$ cat config.mk
export PLATFORM = sky130hd
export DESIGN_NAME = serial_player_frame_engine
export DESIGN_NICKNAME = d
export VERILOG_FILES = /design/src/sv/spfe_pkg.sv /design/src/sv/serial_player_frame_engine.sv /design/src/sv/spfe_regs.sv /design/src/sv/spfe_front.sv /design/src/sv/spfe_jobq.sv /design/src/sv/spfe_back.sv
export VERILOG_INCLUDE_DIRS = /design/src /design/src/sv
export SDC_FILE = /design/constraint.sdc
export NUM_CORES = 1
export LEC_CHECK = 0
export ABC_AREA = 1
export BUFFER_PORTS_ARGS = -buffer_cell sky130_fd_sc_hd__buf_2
export CAP_MARGIN = 0
export CORE_MARGIN = 1.5
export CORE_UTILIZATION = 50
export DETAILED_ROUTE_END_ITERATION = 8
export PLACE_DENSITY_LB_ADDON = 0.1
export SLEW_MARGIN = 10
export SYNTH_ARGS = -nofsm -noshare
export SYNTH_HDL_FRONTEND = slang
export SYNTH_SLANG_ARGS = --single-unit
$ cat constraint.sdc
create_clock -name i_clk -period 8.3 [get_ports i_clk]
set_input_delay 0.415 -clock i_clk [delete_from_list [all_inputs] [get_ports i_clk]]
set_output_delay 0.415 -clock i_clk [all_outputs]
set_load 0.05 [all_outputs]
$ cat src/sv/serial_player_frame_engine_assert.svh
// assertion macros for the serial player frame engine
// used by the modules that check their own logic; no other dependencies
`ifndef SERIAL_PLAYER_FRAME_ENGINE_ASSERT_SVH
`define SERIAL_PLAYER_FRAME_ENGINE_ASSERT_SVH
`ifndef SYNTHESIS
`define SPFE_ASSERT(lbl, clk, rst_n, prop, msg) \
    lbl: assert property (@(posedge clk) disable iff (!rst_n) prop) else $error(msg);
`define SPFE_ASSERT_NEVER(lbl, clk, rst_n, expr, msg) \
    lbl: assert property (@(posedge clk) disable iff (!rst_n) !(expr)) else $error(msg);
`else
`define SPFE_ASSERT(lbl, clk, rst_n, prop, msg)
`define SPFE_ASSERT_NEVER(lbl, clk, rst_n, expr, msg)
`endif
`endif

$ cat src/sv/spfe_pkg.sv
// shared types, constants and lookups of the serial player frame engine
// no dependencies
package spfe_pkg;

    localparam int SPFE_JOBQ_DEPTH = 4;
    localparam int TABLE_DEPTH     = 15;
    localparam int RX_STORE        = 8;   // frame bytes 1 to 8 are kept

    // frame layout
    localparam logic [3:0] POS_SOF     = 4'd0;
    localparam logic [3:0] POS_VERSION = 4'd1;
    localparam logic [3:0] POS_LENGTH  = 4'd2;
    localparam logic [3:0] POS_CMD     = 4'd3;
    localparam logic [3:0] POS_FEEDBACK = 4'd4;
    localparam logic [3:0] POS_PARAM_HI = 4'd5;
    localparam logic [3:0] POS_PARAM_LO = 4'd6;
    localparam logic [3:0] POS_CHK_HI  = 4'd7;
    localparam logic [3:0] POS_CHK_LO  = 4'd8;
    localparam logic [3:0] POS_EOF     = 4'd9;

    localparam logic [7:0] BYTE_SOF     = 8'h7E;
    localparam logic [7:0] BYTE_VERSION = 8'hFF;
    localparam logic [7:0] BYTE_LENGTH  = 8'h06;
    localparam logic [7:0] BYTE_EOF     = 8'hEF;

    // command and reply codes
    localparam logic [7:0] CMD_TRACK     = 8'h03;
    localparam logic [7:0] CMD_MP3_TRACK = 8'h12;
    localparam logic [7:0] CMD_ADVERT    = 8'h13;
    localparam logic [7:0] CMD_FOLDER_3K = 8'h14;
    localparam logic [7:0] CODE_QUERY_MIN = 8'h3F;
    localparam logic [7:0] CODE_ERROR    = 8'h40;
    localparam logic [7:0] CODE_ACK      = 8'h41;

    localparam logic [15:0] TICKS_MAX = 16'hFFFF;
    localparam logic [15:0] TIMEOUT_RESET = 16'd1000;

    // register map, index is paddr[2]
    localparam logic REG_FEEDBACK_ENABLE  = 1'b0;
    localparam logic REG_RESPONSE_TIMEOUT = 1'b1;

    localparam logic [7:0] ENTRY_CODE [TABLE_DEPTH] = '{
        8'h3A, 8'h3B, 8'h3C, 8'h3D, 8'h3F, 8'h40, 8'h42, 8'h43,
        8'h44, 8'h47, 8'h48, 8'h4B, 8'h4C, 8'h4E, 8'h4F
    };

    typedef enum logic [1:0] {
        ACT_RX_BYTE = 2'd0,
        ACT_SEND    = 2'd1,
        ACT_TICK    = 2'd2,
        ACT_READ    = 2'd3
    } t_action;

    typedef enum logic [2:0] {
        KIND_TX      = 3'd0,
        KIND_FRAME   = 3'd1,
        KIND_CHK_ERR = 3'd2,
        KIND_TIMEOUT = 3'd3,
        KIND_READ    = 3'd4
    } t_kind;

    typedef struct packed {
        logic        feedback_enable;
        logic [15:0] response_timeout;
    } t_cfg;

    typedef struct packed {
        t_action     action;
        logic [7:0]  rx_byte;
        logic [7:0]  command;
        logic [15:0] param_low;
        logic [7:0]  param_high;
        logic [3:0]  report_index;
    } t_item;

    // one queued job: a single result, or a whole send frame
    typedef struct packed {
        t_kind       kind;
        logic [7:0]  code;      // send: command byte
        logic [15:0] value;     // send: parameter bytes 5 and 6
        logic        unexp;
        logic        busy;
        logic        feedback;  // send: byte 4
        logic [15:0] chk;       // send: checksum bytes
    } t_job;

    typedef struct packed {
        t_kind       kind;
        logic [7:0]  tx_byte;
        logic        last;
        logic [7:0]  code;
        logic [15:0] value;
        logic        unexp;
        logic        busy;
    } t_result;

    typedef struct packed {
        logic       hit;
        logic [3:0] idx;
    } t_slot;

    function automatic t_slot code_slot(input logic [7:0] code);
        t_slot s;
        s = '0;
        for (int i = TABLE_DEPTH - 1; i >= 0; i--) begin
            if (ENTRY_CODE[i] == code) begin
                s.hit = 1'b1;
                s.idx = 4'(i);
            end
        end
        return s;
    endfunction

    // two's complement of the sum of frame bytes 1 to 6
    function automatic logic [15:0] frame_chk(input logic [7:0] b1, input logic [7:0] b2,
                                              input logic [7:0] b3, input logic [7:0] b4,
                                              input logic [7:0] b5, input logic [7:0] b6);
        logic [10:0] sum;
        sum = 11'(b1) + 11'(b2) + 11'(b3) + 11'(b4) + 11'(b5) + 11'(b6);
        return 16'd0 - {5'd0, sum};
    endfunction

endpackage

$ cat src/sv/serial_player_frame_engine.sv
// top level of the serial player frame engine: registers, front end, job queue, back end
// depends on spfe_pkg, spfe_regs, spfe_front, spfe_jobq and spfe_back
//
//   channel   handshake                 payload
//   input     push / full               i_action i_rx_byte i_command i_param_low
//                                       i_param_high i_report_index
//   result    empty / pop               o_kind o_tx_byte o_last o_frame_command
//                                       o_value o_unexpected o_busy_res
//   config    psel penable pwrite pready paddr pwdata prdata
//
// the front end takes one item per cycle while full is low and updates all state in that cycle
// each job is registered in the job queue, then in the back end output register
// a send gives ten result transfers, one per cycle while popped, by the back end byte counter
// full rises while the job queue holds JOBQ_DEPTH jobs: a stalled result side, or sends
// arriving faster than their ten transfers drain
// reset is synchronous and clears the report table at once, no clearing pass
module serial_player_frame_engine
    import spfe_pkg::*;
#(
    parameter int JOBQ_DEPTH = SPFE_JOBQ_DEPTH
) (
    input  logic        i_clk,
    input  logic        i_rst_n,
    input  logic        push,
    output logic        full,
    input  logic [1:0]  i_action,
    input  logic [7:0]  i_rx_byte,
    input  logic [7:0]  i_command,
    input  logic [15:0] i_param_low,
    input  logic [7:0]  i_param_high,
    input  logic [3:0]  i_report_index,
    output logic        empty,
    input  logic        pop,
    output logic [2:0]  o_kind,
    output logic [7:0]  o_tx_byte,
    output logic        o_last,
    output logic [7:0]  o_frame_command,
    output logic [15:0] o_value,
    output logic        o_unexpected,
    output logic        o_busy_res,
    input  logic        psel,
    input  logic        penable,
    input  logic        pwrite,
    input  logic [2:0]  paddr,
    input  logic [31:0] pwdata,
    output logic [31:0] prdata,
    output logic        pready
);

    t_cfg    cfg;
    t_item   item;
    t_job    job_in, job_head;
    logic    job_push, q_empty, q_full, q_pop;
    logic    out_valid;
    t_result result;
    logic    accept;

    assign item.action       = t_action'(i_action);
    assign item.rx_byte      = i_rx_byte;
    assign item.command      = i_command;
    assign item.param_low    = i_param_low;
    assign item.param_high   = i_param_high;
    assign item.report_index = i_report_index;

    assign full   = q_full;
    assign accept = push && !q_full;

    spfe_regs u_regs (
        .i_clk   (i_clk),
        .i_rst_n (i_rst_n),
        .psel    (psel),
        .penable (penable),
        .pwrite  (pwrite),
        .paddr   (paddr),
        .pwdata  (pwdata),
        .prdata  (prdata),
        .pready  (pready),
        .o_cfg   (cfg)
    );

    spfe_front u_front (
        .i_clk      (i_clk),
        .i_rst_n    (i_rst_n),
        .i_accept   (accept),
        .i_item     (item),
        .i_cfg      (cfg),
        .o_job_push (job_push),
        .o_job      (job_in)
    );

    spfe_jobq #(
        .DEPTH (JOBQ_DEPTH)
    ) u_jobq (
        .i_clk   (i_clk),
        .i_rst_n (i_rst_n),
        .i_push  (job_push),
        .i_data  (job_in),
        .i_pop   (q_pop),
        .o_data  (job_head),
        .o_empty (q_empty),
        .o_full  (q_full)
    );

    spfe_back u_back (
        .i_clk     (i_clk),
        .i_rst_n   (i_rst_n),
        .i_q_data  (job_head),
        .i_q_empty (q_empty),
        .o_q_pop   (q_pop),
        .i_pop     (pop),
        .o_valid   (out_valid),
        .o_result  (result)
    );

    assign empty           = !out_valid;
    assign o_kind          = result.kind;
    assign o_tx_byte       = result.tx_byte;
    assign o_last          = result.last;
    assign o_frame_command = result.code;
    assign o_value         = result.value;
    assign o_unexpected    = result.unexp;
    assign o_busy_res      = result.busy;

endmodule

$ cat src/sv/spfe_regs.sv
// configuration registers behind the apb-style port
// depends on spfe_pkg
module spfe_regs
    import spfe_pkg::*;
(
    input  logic        i_clk,
    input  logic        i_rst_n,
    input  logic        psel,
    input  logic        penable,
    input  logic        pwrite,
    input  logic [2:0]  paddr,
    input  logic [31:0] pwdata,
    output logic [31:0] prdata,
    output logic        pready,
    output t_cfg        o_cfg
);

    logic        r_feedback_enable;
    logic [15:0] r_response_timeout;
    logic        wr_en;

    assign pready = 1'b1;
    assign wr_en  = psel && penable && pwrite;

    always_ff @(posedge i_clk) begin
        if (!i_rst_n) begin
            r_feedback_enable  <= 1'b0;
            r_response_timeout <= TIMEOUT_RESET;
        end else if (wr_en) begin
            unique case (paddr[2])
                REG_FEEDBACK_ENABLE:  r_feedback_enable  <= pwdata[0];
                REG_RESPONSE_TIMEOUT: r_response_timeout <= pwdata[15:0];
                default: ;
            endcase
        end
    end

    always_comb begin
        unique case (paddr[2])
            REG_FEEDBACK_ENABLE:  prdata = {31'd0, r_feedback_enable};
            REG_RESPONSE_TIMEOUT: prdata = {16'd0, r_response_timeout};
            default:              prdata = '0;
        endcase
    end

    assign o_cfg.feedback_enable  = r_feedback_enable;
    assign o_cfg.response_timeout = r_response_timeout;

endmodule

$ cat src/sv/spfe_front.sv
// front end: accepts items, deframes replies, keeps protocol state and the report
// table, and turns each item into at most one job; depends on spfe_pkg
module spfe_front
    import spfe_pkg::*;
(
    input  logic  i_clk,
    input  logic  i_rst_n,
    input  logic  i_accept,
    input  t_item i_item,
    input  t_cfg  i_cfg,
    output logic  o_job_push,
    output t_job  o_job
);

    logic [3:0]  r_rx_pos, n_rx_pos;
    logic [15:0] r_ticks, n_ticks;
    logic [7:0]  r_expected, n_expected;
    logic        r_pending, n_pending;
    logic [7:0]  r_rx_bytes [RX_STORE];
    logic [15:0] r_table [TABLE_DEPTH];

    logic        rx_we;
    logic [2:0]  rx_widx;
    logic        tbl_we;
    logic [3:0]  tbl_widx;
    logic [15:0] tbl_wdata;

    logic [15:0] rx_chk;
    logic [7:0]  rx_code;
    logic [15:0] rx_param;
    t_slot       rx_slot;
    logic [7:0]  tx_f4;
    logic [7:0]  tx_f5;
    logic [15:0] tx_chk;
    logic [15:0] tick_next;

    // stored bytes sit one below their frame position
    assign rx_code  = r_rx_bytes[3'(POS_CMD - 4'd1)];
    assign rx_param = {r_rx_bytes[3'(POS_PARAM_HI - 4'd1)],
                       r_rx_bytes[3'(POS_PARAM_LO - 4'd1)]};
    assign rx_chk   = frame_chk(r_rx_bytes[0], r_rx_bytes[1], r_rx_bytes[2],
                                r_rx_bytes[3], r_rx_bytes[4], r_rx_bytes[5]);
    assign rx_slot  = code_slot(rx_code);

    assign tx_f4 = {7'd0, i_cfg.feedback_enable};
    assign tx_chk = frame_chk(BYTE_VERSION, BYTE_LENGTH, i_item.command, tx_f4, tx_f5,
                              i_item.param_low[7:0]);
    assign tick_next = (r_ticks == TICKS_MAX) ? r_ticks : r_ticks + 16'd1;

    always_comb begin
        if (i_item.command == CMD_TRACK || i_item.command == CMD_MP3_TRACK ||
            i_item.command == CMD_ADVERT) begin
            tx_f5 = i_item.param_low[15:8];
        end else if (i_item.command == CMD_FOLDER_3K) begin
            tx_f5 = {i_item.param_high[3:0], 4'd0} | i_item.param_low[15:8];
        end else begin
            tx_f5 = i_item.param_high;
        end
    end

    always_comb begin
        n_rx_pos   = r_rx_pos;
        n_ticks    = r_ticks;
        n_expected = r_expected;
        n_pending  = r_pending;
        rx_we      = 1'b0;
        rx_widx    = 3'(r_rx_pos - 4'd1);
        tbl_we     = 1'b0;
        tbl_widx   = rx_slot.idx;
        tbl_wdata  = rx_param;
        o_job_push = 1'b0;
        o_job      = '0;
        if (i_accept) begin
            unique case (i_item.action)
                ACT_RX_BYTE: begin
                    if (r_rx_pos == POS_SOF) begin
                        // stray first byte is dropped
                        if (i_item.rx_byte == BYTE_SOF) begin
                            n_rx_pos = POS_VERSION;
                            n_ticks  = '0;
                        end
                    end else if (r_rx_pos != POS_EOF) begin
                        rx_we    = 1'b1;
                        n_rx_pos = r_rx_pos + 4'd1;
                    end else begin
                        n_rx_pos   = POS_SOF;
                        o_job_push = 1'b1;
                        o_job.code = rx_code;
                        if (rx_chk != {r_rx_bytes[3'(POS_CHK_HI - 4'd1)],
                                       r_rx_bytes[3'(POS_CHK_LO - 4'd1)]}) begin
                            o_job.kind = KIND_CHK_ERR;
                        end else begin
                            o_job.kind  = KIND_FRAME;
                            o_job.value = rx_param;
                            if (rx_code == CODE_ACK) begin
                                n_pending = 1'b0;
                            end else begin
                                tbl_we = rx_slot.hit;
                            end
                            if (rx_code >= CODE_QUERY_MIN && rx_code != CODE_ERROR &&
                                rx_code != CODE_ACK) begin
                                o_job.unexp = (rx_code != r_expected);
                                n_expected  = '0;
                            end
                        end
                    end
                end
                ACT_SEND: begin
                    o_job_push     = 1'b1;
                    o_job.kind     = KIND_TX;
                    o_job.code     = i_item.command;
                    o_job.value    = {tx_f5, i_item.param_low[7:0]};
                    o_job.feedback = i_cfg.feedback_enable;
                    o_job.chk      = tx_chk;
                    if (i_item.command >= CODE_QUERY_MIN) begin
                        n_expected = i_item.command;
                    end
                    if (i_cfg.feedback_enable) begin
                        n_pending = 1'b1;
                    end
                end
                ACT_TICK: begin
                    if (r_rx_pos != POS_SOF) begin
                        n_ticks = tick_next;
                        if (tick_next > i_cfg.response_timeout) begin
                            n_rx_pos   = POS_SOF;
                            o_job_push = 1'b1;
                            o_job.kind = KIND_TIMEOUT;
                        end
                    end
                end
                ACT_READ: begin
                    o_job_push = 1'b1;
                    o_job.kind = KIND_READ;
                    if (i_item.report_index < 4'(TABLE_DEPTH)) begin
                        o_job.code  = ENTRY_CODE[i_item.report_index];
                        o_job.value = r_table[i_item.report_index];
                    end
                end
                default: ;
            endcase
        end
        // busy flag reflects the state after this item
        o_job.busy = n_pending || (n_expected != 8'd0);
    end

    always_ff @(posedge i_clk) begin
        if (!i_rst_n) begin
            r_rx_pos   <= POS_SOF;
            r_ticks    <= '0;
            r_expected <= '0;
            r_pending  <= 1'b0;
            for (int i = 0; i < TABLE_DEPTH; i++) begin
                r_table[i] <= '0;
            end
        end else begin
            r_rx_pos   <= n_rx_pos;
            r_ticks    <= n_ticks;
            r_expected <= n_expected;
            r_pending  <= n_pending;
            if (tbl_we) begin
                r_table[tbl_widx] <= tbl_wdata;
            end
        end
    end

    always_ff @(posedge i_clk) begin
        if (rx_we) begin
            r_rx_bytes[rx_widx] <= i_item.rx_byte;
        end
    end

endmodule

$ cat src/sv/spfe_jobq.sv
// short job queue between the front end and the back end
// depends on spfe_pkg
module spfe_jobq
    import spfe_pkg::*;
#(
    parameter int DEPTH = SPFE_JOBQ_DEPTH
) (
    input  logic i_clk,
    input  logic i_rst_n,
    input  logic i_push,
    input  t_job i_data,
    input  logic i_pop,
    output t_job o_data,
    output logic o_empty,
    output logic o_full
);

    localparam int AW = (DEPTH > 1) ? $clog2(DEPTH) : 1;
    localparam int CW = $clog2(DEPTH + 1);

    t_job          r_store [DEPTH];
    logic [AW-1:0] r_wptr, r_rptr;
    logic [CW-1:0] r_count;
    logic          do_push, do_pop;

    assign o_empty = (r_count == '0);
    assign o_full  = (r_count == CW'(DEPTH));
    assign do_push = i_push && !o_full;
    assign do_pop  = i_pop && !o_empty;
    assign o_data  = r_store[r_rptr];

    always_ff @(posedge i_clk) begin
        if (!i_rst_n) begin
            r_wptr  <= '0;
            r_rptr  <= '0;
            r_count <= '0;
        end else begin
            if (do_push) begin
                r_wptr <= (r_wptr == AW'(DEPTH - 1)) ? '0 : r_wptr + AW'(1);
            end
            if (do_pop) begin
                r_rptr <= (r_rptr == AW'(DEPTH - 1)) ? '0 : r_rptr + AW'(1);
            end
            if (do_push && !do_pop) begin
                r_count <= r_count + CW'(1);
            end else if (do_pop && !do_push) begin
                r_count <= r_count - CW'(1);
            end
        end
    end

    always_ff @(posedge i_clk) begin
        if (do_push) begin
            r_store[r_wptr] <= i_data;
        end
    end

endmodule

$ cat src/sv/spfe_back.sv
// back end: expands jobs into result transfers and holds the output register
// depends on spfe_pkg and serial_player_frame_engine_assert.svh
`include "serial_player_frame_engine_assert.svh"
module spfe_back
    import spfe_pkg::*;
(
    input  logic    i_clk,
    input  logic    i_rst_n,
    input  t_job    i_q_data,
    input  logic    i_q_empty,
    output logic    o_q_pop,
    input  logic    i_pop,
    output logic    o_valid,
    output t_result o_result
);

    logic       r_out_valid;
    t_result    r_out, n_out;
    logic [3:0] r_byte_idx, n_byte_idx;
    logic       load;
    logic [7:0] tx_byte;

    assign load = (!r_out_valid || i_pop) && !i_q_empty;

    always_comb begin
        case (r_byte_idx)
            POS_SOF:      tx_byte = BYTE_SOF;
            POS_VERSION:  tx_byte = BYTE_VERSION;
            POS_LENGTH:   tx_byte = BYTE_LENGTH;
            POS_CMD:      tx_byte = i_q_data.code;
            POS_FEEDBACK: tx_byte = {7'd0, i_q_data.feedback};
            POS_PARAM_HI: tx_byte = i_q_data.value[15:8];
            POS_PARAM_LO: tx_byte = i_q_data.value[7:0];
            POS_CHK_HI:   tx_byte = i_q_data.chk[15:8];
            POS_CHK_LO:   tx_byte = i_q_data.chk[7:0];
            POS_EOF:      tx_byte = BYTE_EOF;
            default:      tx_byte = '0;
        endcase
    end

    always_comb begin
        n_out      = '0;
        n_byte_idx = r_byte_idx;
        o_q_pop    = 1'b0;
        n_out.busy = i_q_data.busy;
        if (i_q_data.kind == KIND_TX) begin
            // a send job stays at the head until its tenth byte goes out
            n_out.kind    = KIND_TX;
            n_out.tx_byte = tx_byte;
            n_out.last    = (r_byte_idx == POS_EOF);
            if (load) begin
                if (r_byte_idx == POS_EOF) begin
                    o_q_pop    = 1'b1;
                    n_byte_idx = POS_SOF;
                end else begin
                    n_byte_idx = r_byte_idx + 4'd1;
                end
            end
        end else begin
            n_out.kind  = i_q_data.kind;
            n_out.code  = i_q_data.code;
            n_out.value = i_q_data.value;
            n_out.unexp = i_q_data.unexp;
            o_q_pop     = load;
        end
    end

    always_ff @(posedge i_clk) begin
        if (!i_rst_n) begin
            r_out_valid <= 1'b0;
            r_byte_idx  <= POS_SOF;
        end else begin
            r_byte_idx <= n_byte_idx;
            if (load) begin
                r_out_valid <= 1'b1;
            end else if (i_pop) begin
                r_out_valid <= 1'b0;
            end
        end
    end

    always_ff @(posedge i_clk) begin
        if (load) begin
            r_out <= n_out;
        end
    end

    assign o_valid  = r_out_valid;
    assign o_result = r_out;

    `SPFE_ASSERT_NEVER(a_byte_idx_range, i_clk, i_rst_n, r_byte_idx > POS_EOF, "send byte index past frame end")
    `SPFE_ASSERT(a_send_holds_head, i_clk, i_rst_n, (r_byte_idx != POS_SOF) |-> (!i_q_empty && i_q_data.kind == KIND_TX), "partial send lost its job")
    `SPFE_ASSERT(a_last_is_tx, i_clk, i_rst_n, (r_out_valid && r_out.last) |-> (r_out.kind == KIND_TX), "last flag on a non-transmit result")

endmodule

======== Yosys cells after proc, flatten, opt, wreduce, memory -nomap -nowiden ========
Memory sizes are Yosys's and may differ from the RTL's. A register that Yosys moved wholly into a read port is not among the register bits.
Cells that the tools add are included.
W data, S select, Z words.
operators by class
  reduce and logical (&&, ||, !) cells .... 36
  magnitude comparators ................... 5
  multiply operators ...................... 0
  $add $sub $neg .......................... 19
  muxes and demuxes ....................... 99
  bitwise operators ....................... 3
  eq/ne operators ......................... 47
  divide/modulo/power cells ............... 0
  shift-type cells ........................ 0
operators with widths
  operator                 number
  $mux W28                 3
  $eq A7 B8 Y1 const A     10
  $mux W16                 5
  $mux W8                  10
  $pmux W8 S10             1
  $mux W5                  15
  $pmux W24 S3             1
  $add A11 B8 Y11          6
  $pmux W32 S2             1
  $mux W17                 3
  $eq A6 B8 Y1 const A     5
  $mux W1                  37
  $pmux W16 S2             1
  $mux W4                  7
  $eq A8 B5 Y1 const B     3
  $mux W24                 1
  $sub A1 B11 Y12 const A  2
  $add A16 B1 Y16 const B  1
  $eq A16 B16 Y1 const B   1
  $eq A4 B3 Y1 const B     4
  $eq A8 B7 Y1 const B     2
  $ge A8 B6 Y1 const B     2
  $gt A16 B16 Y1           1
  $ne A16 B16 Y1           1
  44 further kinds         86
word-level totals
  memories kept ........................... 4
  memory bits (writable) .................. 488
  input port bits ......................... 88
  ROM bits ................................ 128
  flip-flop bits (word level) ............. 96
  output and inout port bits .............. 73
  bits in latches ......................... 0
  logic and storage cells ................. 231
memories
  name                depth  bits a word  read ports  clocked after memory_dff  write ports  line               text
  u_front.r_table     15     16           1           0                         15           spfe_front.sv:20   logic [15:0] r_table [TABLE_DEPTH];
  u_jobq.r_store      4      46           1           1                         1            spfe_jobq.sv:21    t_job r_store [DEPTH];
  (name not given)    16     8            1           0                         0            spfe_front.sv:136  o_job.code = ENTRY_CODE[i_item.report_index];
  u_front.r_rx_bytes  8      8            8           0                         1            spfe_front.sv:19   logic [7:0] r_rx_bytes [RX_STORE];

======== Logic depth before layout (Yosys ltp) ========
Gate-level depths: netlist (run 1).
An unclocked memory read counts as a cell.
  depth in word-level cells ............... 28
  gate-level depth with buffers ........... 36
  mapped depth without buffers ............ 35

======== By module ========
Synthesis (run 1) repeated with hierarchy kept, for this count alone.
second synthesis, totals
  cells, all modules ...................... 2991
  area, all modules ....................... 29669.7 µm²
by module, submodules not included
  module                      area each (µm²)  times used  cells an instance
  spfe_front                  19127.1          1           2071
  spfe_jobq                   7373.3           1           517
  spfe_back                   2130.8           1           244
  spfe_regs                   1024.7           1           156
  serial_player_frame_engine  13.8             1           3

======== Worst setup path after synthesis (run 1) ========
Ideal clock, no wire load.
  path type ............................... reg2reg
  from .................................... mem u_front.r_rx_bytes[1][0]
  to ...................................... mem u_front.r_table[8][0] (enable)
  required time ........................... 7.928 ns
  clock period less this slack ............ 6.250 ns
  setup slack ............................. 2.050 ns
  data arrival time ....................... 5.878 ns
  cell stages (with the launch flop) ...... 32
  buffers on the path ..................... 1
  setup time .............................. 0.372 ns
  cell sequence ........................... edfxtp_1 -> ha_1 -> inv_1 -> fa_1 -> o21ai_0 -> a21oi_1 -> o21ai_0 -> xnor2_1 -> fa_1 -> inv_1 -> fa_1 -> fa_1 -> ha_1 -> nand2_1 -> inv_1 -> a21oi_1 -> nand2_1 -> nand2_1 -> nand2_1 -> nor2_1 -> nand3b_1 -> nand2_1 -> nand2_1 -> nor2_2 -> and2_2 -> nand2_2 -> nor2_8 -> nand2_4 -> nor2_8 -> nand2_2 -> buf_6 -> nand2_1
RTL lines
  what         line
  from (decl)  spfe_front.sv:19
  to (decl)    spfe_front.sv:20

==> results of run 1 <==
-- worst reg2reg max path: cells and delay by family, from the launching register on --
kind	cells	cell delay, ps
simple gates	16	2890
compound gates	4	930
buf+inv	3	170
xor+xnor	1	140
fa+ha+maj	6	2570
flops	1	330
-- registers in the layout, summed over array words and instances, names as in the netlist, 2 cells and up, named ones only --
register,cells
u_jobq.r_rptr,2
u_front.r_ticks,16
u_regs.r_response_timeout,16
u_jobq.r_wptr,2
u_front.r_rx_bytes,64
u_front.r_expected,8
u_back.r_byte_idx,4
u_jobq.r_store,168
u_front.r_table,256
u_front.r_rx_pos,4
u_back.o_result,38
u_jobq.r_count,3
-- cells in the final DEF (no fill, tap or decap), drive strengths merged, types with 64 or more instances in the layout --
master,n
a21oi,154
inv,313
buf,164
clkbuf,78
o21ai,273
edfxtp,526
nand3,78
o22ai,91
ha,64
nand2,399
nor2,600
-- area by class of cell --
class / count / area [um2] / area share
multi-input cells: 1909 / 10000 / 0.312
repair buffers: 167 / 951 / 0.0296
clock buffers: 78 / 1610 / 0.0502
flip-flops and latches: 586 / 17000 / 0.530
clock inverters: 37 / 388 / 0.0121
diodes: 2 / 5.00 / 0.000156
well taps: 756 / 946 / 0.0295
inverters: 314 / 1180 / 0.0368
-- per-layer routing --
layer / track usage / vias up
li1: - / 10150
met1: 0.387 / 10417
met2: 0.409 / 951
met3: 0.0525 / 121
met4: 0.0710 / 2
met5: 0 / -
-- power by group through the flow --
stage / sequential, mW / clock [mW] / combinational, mW
finish: 3.54 / 2.76 / 1.66
global route: 3.56 / 2.91 / 1.80
CTS: 3.55 / 2.79 / 1.66
detailed placement: 3.61 / 0 / 1.65
global placement: 3.60 / 0 / 1.63
floorplan: 3.96 / 0 / 0.813
-- metrics by stage --
stage	cells	hold slack (ps)	util
2_1_floorplan	2959	445	-
3_3_place_gp	3729	455	0.532
3_5_place_dp	3729	461	0.532
4_1_cts	3847	2.24	0.568
5_1_grt	3848	20.7	0.568
6_report	3849	34.3	0.568
-- what timing repair did --
action	CTS	global route
endpoints found under the setup margin	0	0
hold buffers	3	0
endpoints found under the hold margin	3	0
-- logic make-up (layout without fill, tap and decap cells) --
family          Yosys count  count (layout)  share of synthesized area
simple gates           1140            1140                      0.162
compound gates          595             595                      0.116
flops                   586             586                      0.593
buf+inv                 464             596                     0.0638
fa+ha+maj                99              99                     0.0524
xor+xnor                 38              38                     0.0116
mux                       4               4                    0.00140
other cells               2              35                   0.000262
-- worst min-delay path by stage --
stage / from / endpoint / slack [ps]
after floorplan: u_front.r_ticks[5] / u_front.r_ticks[5] / 450
after global placement: u_front.r_ticks[6] / u_front.r_ticks[6] / 460
after detailed placement: u_front.r_ticks[5] / u_front.r_ticks[5] / 460
after CTS: pwdata[6] / u_regs.r_response_timeout[6] / 2
after global routing: pwdata[7] / u_regs.r_response_timeout[7] / 20
final: pwdata[7] / u_regs.r_response_timeout[7] / 30
==> reports/metrics.cfg, run 1 <==
[power]
vdd_drop_max_v = 0.000204
p_leak_nw = 13.0
report.power.total_mw = 7.96
seq_power_share = 0.445
power.share.combinational = 0.208
clockPowerShare = 0.346
internal_power_mw = 5.48
switchingPower_mw = 2.49
switching_share = 0.312
pwr_density_cell_nw_per_um2 = 248

[critical_path]
r2r_start = u_front.r_rx_bytes[1][0]
critPathMaxFanout = 17
r2r_setup_slack_ps = 890
timing.critical_path.depth = 30
path_buf_inv = 3
cpPeakStageDelay_ps = 720
ff2ff_path_depth = 30
reg_to_reg_critical_path_endpoint = u_front.r_table[8][4]
worst_setup_path_endpoint = u_front.r_table[8][4]
category_of_the_worst_setup_path_launch_point = flop
worst-endpoint-required_ps = 8560
ws_path_type = flop to flop
crit_family = simple AND/OR/NAND/NOR gates
crit_start = u_front.r_rx_bytes[1][0]
critical-path-top-cell-by-count = nand2_1
crit_path_top_delay_cell = nand2_1
timing.critical_path.to_type = flop
critical_path_arrival_ps = 7670

[timing]
final_hold_viol_count = 0
timing_max_transition_violations_final = 0
finalSetupViolations = 0
finalCritPeriodShare = 0.893
fin_setup_tns_ps = 0
max_freq_mhz = 135
grt_setup_unrepaired = no
final_period_minus_worst_setup_slack_ps = 7410
timing_worst_slew_pin_value_ps = 1050
worst_slew_margin_rel = 0.300
clock_skews_ps = 32.3
layout_setup_ws_ps = 886

[detailed_routing]
met2_wirelength_mm = 35.6
drt_pre_antenna_iters = 5
topRoutingLayerUsed = met5
detail_route.wirelength_mm = 79.7
drcViolationCount = 0
antenna_left = 0
drt-wirelength-per-cell_um = 20.7
wl_met3_mm = 7.32
detailroute.via_count = 21641
dr.first_iter.drc_count = 2236
vias_per_cell = 5.62
wl_met1_mm = 34.9

[yosys]
yosysSeqAreaShare = 0.593
synth.distinct_cells = 58
syn-instance-count = 2928
synth-async-reset-ratio = 0
mappedNetlistArea_um2 = 28700
ys_ff_latch = 586
synth_edf_count = 526
yosys-top-cells-area = edfxtp_1 55%, nor2_1 7.6%, nand2_1 5.1%
dominantRegCellSynth = edfxtp_1
netlist_top_cells_count = 584 x nor2_1, 526 x edfxtp_1, 390 x nand2_1, 310 x inv_1, 272 x o21ai_0
yosys_warnings = 0
synth_top_area_cell = edfxtp_1
synthesis.area_per_instance_um2 = 9.79
yosys.cell_count.top_type = nor2_1
yosysTopAreaCellShare = 0.551

[final_layout]
nFillCells = 4895
design_area_um2 = 32100
syn2layout_area_growth_pct = 11.9
ratio_of_cells_with_drive_above_1_in_the_final_layout = 0.0951
finish.net_count = 3226

[clock_tree]
postCtsResizedCells = 0
cts_num_sinks = 586
cts_tree = built
clock_pin_slew_on_the_worst_setup_and_hold_paths_ps = 60
cts_inserted_buffers = 61
postCtsSetupRepairBufs = 0
clkLatencyLatePin_ps = 640
htree_levels = 2
clk_root_buffer_cell = clkbuf_16
clock_path_buffers = 3

[placement]
place_area_um2 = 30000
gp_congestion = 0.879
port-buffer-count = 125
dpl_worst_slack_ps = 826
hpwl_mm = 53.0

[floorplan]
initial_util = 0.507
die_area_um2 = 58800
core_area_um2 = 56500
die_h_um = 242
core.rowCount = 87
die_width_um = 242
design.portCount = 161

[global_route]
grt_start_max_net_pins = 93
grt_overflow = 0
grt.total_usage = 0.266
vias_in_the_first_global_route = 20157
grt_pass1_wl_mm = 119
antenna_found_initial = 3

[job]
drv.max_cap_violation_count = 0

[min_path]
min-delay-path-class = primary input to flop
worst_hold_path.num_cells = 3

[run_status]
outcome = finished, final reports clean

Note: power is estimated with default switching activity, not from simulation.
==> inputs of run 2 (changes only) <==
CELL_PAD_IN_SITES_DETAIL_PLACEMENT = 1   (was default)
CELL_PAD_IN_SITES_GLOBAL_PLACEMENT = 1   (was default)
CORE_UTILIZATION = 48   (was 50)
==> run 2 against run 1 <==
Net effect: sequential share of layout area decreased by 0.21 points; global-route usage grew 2.9 points; register-to-register slack worse by 30 ps; clock-buffer cell count rose by 4; via count up 3.0%; wire length up 13%; critical path type unchanged; critical endpoint is now u_front.r_table[14][15].
==> reports/metrics.cfg, run 2 (synthesized netlist as in run 1, its figures left out) <==
[run_status]
outcome = finished, final reports clean

[placement]
place_area_um2 = 30100  ; +0.25%
gp_congestion = 0.872  ; -0.81%
port-buffer-count = 125  ; unchanged
dpl_worst_slack_ps = 917  ; +90.8 ps
hpwl_mm = 61.1  ; +15%
dpl.cell_count = 3752  ; +0.62%

[timing]
max_freq_mhz = 134  ; -0.45%
final_period_minus_worst_setup_slack_ps = 7450  ; +33.5 ps
final_hold_viol_count = 0  ; unchanged
timing_worst_slew_pin_value_ps = 1150  ; +99.7 ps
layout_setup_ws_ps = 853  ; -33.5 ps
finalCritPeriodShare = 0.897  ; +0.00403
worst_slew_margin_rel = 0.233  ; -0.0667
timing_max_transition_violations_final = 0  ; unchanged
grt_setup_unrepaired = no
hold-worst-slack_ps = 28.7  ; -5.66 ps
finalSetupViolations = 0  ; unchanged
clock_skews_ps = 26.3  ; -6.03 ps
fin_setup_tns_ps = 0  ; unchanged

[critical_path]
worst-endpoint-required_ps = 8530  ; -30 ps
crit_path_top_delay_cell = nand2_1
critical_path_arrival_ps = 7670  ; about the same
ws_path_type = flop to flop
r2r_setup_slack_ps = 850  ; -30 ps
crit_start = u_front.r_rx_bytes[0][0]
category_of_the_worst_setup_path_launch_point = flop
cpPeakStageDelay_ps = 760  ; +40 ps
critical-path-top-cell-by-count = nand2_1
r2r_start = u_front.r_rx_bytes[0][0]
worst_setup_path_endpoint = u_front.r_table[14][15]
timing.critical_path.to_type = flop
ff2ff_path_depth = 30  ; unchanged
critPathMaxFanout = 17  ; unchanged
reg_to_reg_critical_path_endpoint = u_front.r_table[14][15]

[clock_tree]
cts_inserted_buffers = 66  ; +8.2%
clk_root_buffer_cell = clkbuf_16
clock_path_buffers = 3  ; unchanged
cts_num_sinks = 586  ; unchanged
cts-hold-fix-buffers = 0  ; -3
clock_pin_slew_on_the_worst_setup_and_hold_paths_ps = 60  ; about the same
postCtsSetupRepairBufs = 0  ; unchanged
cts_tree = built
postCtsResizedCells = 0  ; unchanged
htree_levels = 3  ; +1
clkLatencyLatePin_ps = 620  ; -20 ps

[floorplan]
core_area_um2 = 59000  ; +4.5%
die_h_um = 247  ; +2.0%
die_area_um2 = 61200  ; +4.1%
design.portCount = 161  ; unchanged
die_width_um = 247  ; +2.0%
initial_util = 0.486  ; -0.0217
core.rowCount = 89  ; +2.3%

[job]
drv.max_cap_violation_count = 0  ; unchanged

[final_layout]
mostFrequentLayoutCell = nor2_1
finalNonFillerCells = 3874  ; +0.65%
max_flop_register = u_front.r_table
design_area_um2 = 32200  ; +0.39%
syn2layout_area_growth_pct = 12.4
largest_registers = u_front.r_table: 256 flops, u_jobq.r_store: 168 flops, u_front.r_rx_bytes: 64 flops
ratio_of_cells_with_drive_above_1_in_the_final_layout = 0.0994  ; +0.00430
layout.cells.most_common_list = 578 x nor2_1, 526 x edfxtp_1, 390 x nand2_1, 308 x inv_1, 272 x o21ai_0
largest_register_ff_count = 256  ; unchanged
finish.net_count = 3234  ; +0.25%
final_core_utilization = 0.546  ; -0.0221

[global_route]
grt_pass1_wl_mm = 135  ; +13%
antenna_found_initial = 7  ; +4
grt_overflow = 0  ; unchanged
vias_in_the_first_global_route = 23061  ; +14%
grt.total_usage = 0.295  ; +0.0290
grt_start_max_net_pins = 72  ; -23%

[power]
clockPowerShare = 0.352  ; +0.006
power.share.combinational = 0.211  ; +0.003
switching_share = 0.322  ; +0.0100
internal_power_mw = 5.51  ; +0.56%
seq_power_share = 0.437  ; -0.008
pwr_density_cell_nw_per_um2 = 252  ; +1.7%
vdd_drop_max_v = 0.000280  ; +37%
switchingPower_mw = 2.62  ; +5.3%
report.power.total_mw = 8.13  ; +2.1%
p_leak_nw = 13.0  ; +0.51%

[detailed_routing]
drcViolationCount = 0  ; unchanged
dr.first_iter.drc_count = 1793  ; -20%
vias_per_cell = 5.75  ; +2.3%
antenna_left = 0  ; unchanged
drt-wirelength-per-cell_um = 23.2  ; +12%
detail_route.wirelength_mm = 89.9  ; +13%
detailroute.via_count = 22283  ; +3.0%
drt_pre_antenna_iters = 7  ; +2

[min_path]
min-delay-path-class = primary input to flop

-- run 2: cell count changes in the layout (fill, tap and decap cells not counted), moves of 2 or more --
cell | previous run | this run
buf_4 | 40 | 46
bufinv_16 | 8 | 4
clkbuf_1 | 15 | 12
clkbuf_16 | 61 | 67
clkinv_2 | 11 | 14
clkinv_8 | 0 | 2
dlygate4sd3_1 | 3 | 0
nor2_2 | 15 | 13
nor2_4 | 5 | 7
-- run 2: power by group through the flow --
stage / combinational [mW] / sequential [mW] / clock, mW
finish: 1.71 / 3.55 / 2.86
global route: 1.85 / 3.57 / 3.00
CTS: 1.71 / 3.56 / 2.90
detailed placement: 1.70 / 3.62 / 0
global placement: 1.64 / 3.60 / 0
floorplan: 0.813 / 3.96 / 0
-- run 2: layer usage --
metal / part of all wire / vias to the layer above / GRT usage
li1: - / 10169 / -
met1: 0.43 / 11254 / 0.402
met2: 0.48 / 718 / 0.487
met3: 0.068 / 134 / 0.0444
met4: 0.025 / 8 / 0.0938
met5: 0.00055 / - / 0
-- run 2: area by class of cell --
cell class / count / area [um2]
Sequential cell: 586 / 17000
Clock inverter: 37 / 313
Inverter: 314 / 1180
Timing Repair Buffer: 170 / 966
Fill cell: 6607 / 26800
Antenna cell: 3 / 7.51
Multi-Input combinational cell: 1909 / 10000
Clock buffer: 82 / 1760
Tap cell: 773 / 967
-- run 2: worst min-delay path by stage --
stage,to,cells past startpoint,slack (ps),start
floorplan,u_front.r_ticks[5],2,450,u_front.r_ticks[5]
global placement,u_front.r_ticks[6],2,450,u_front.r_ticks[6]
detailed placement,u_front.r_ticks[6],2,470,u_front.r_ticks[6]
CTS,u_regs.r_response_timeout[7],3,10,pwdata[7]
global route,u_regs.r_response_timeout[7],3,50,pwdata[7]
finish,u_regs.r_response_timeout[7],3,30,pwdata[7]
-- run 2: critical path, delay by kind of cell, from the launching register on --
kind,cells,cell delay [ps]
AO/OA/AOI/OAI,4,940
adder cells (fa/ha/maj),6,2580
AND/OR/NAND/NOR,16,2860
flip-flops,1,340
XOR/XNOR,1,140
buffers and inverters,3,190
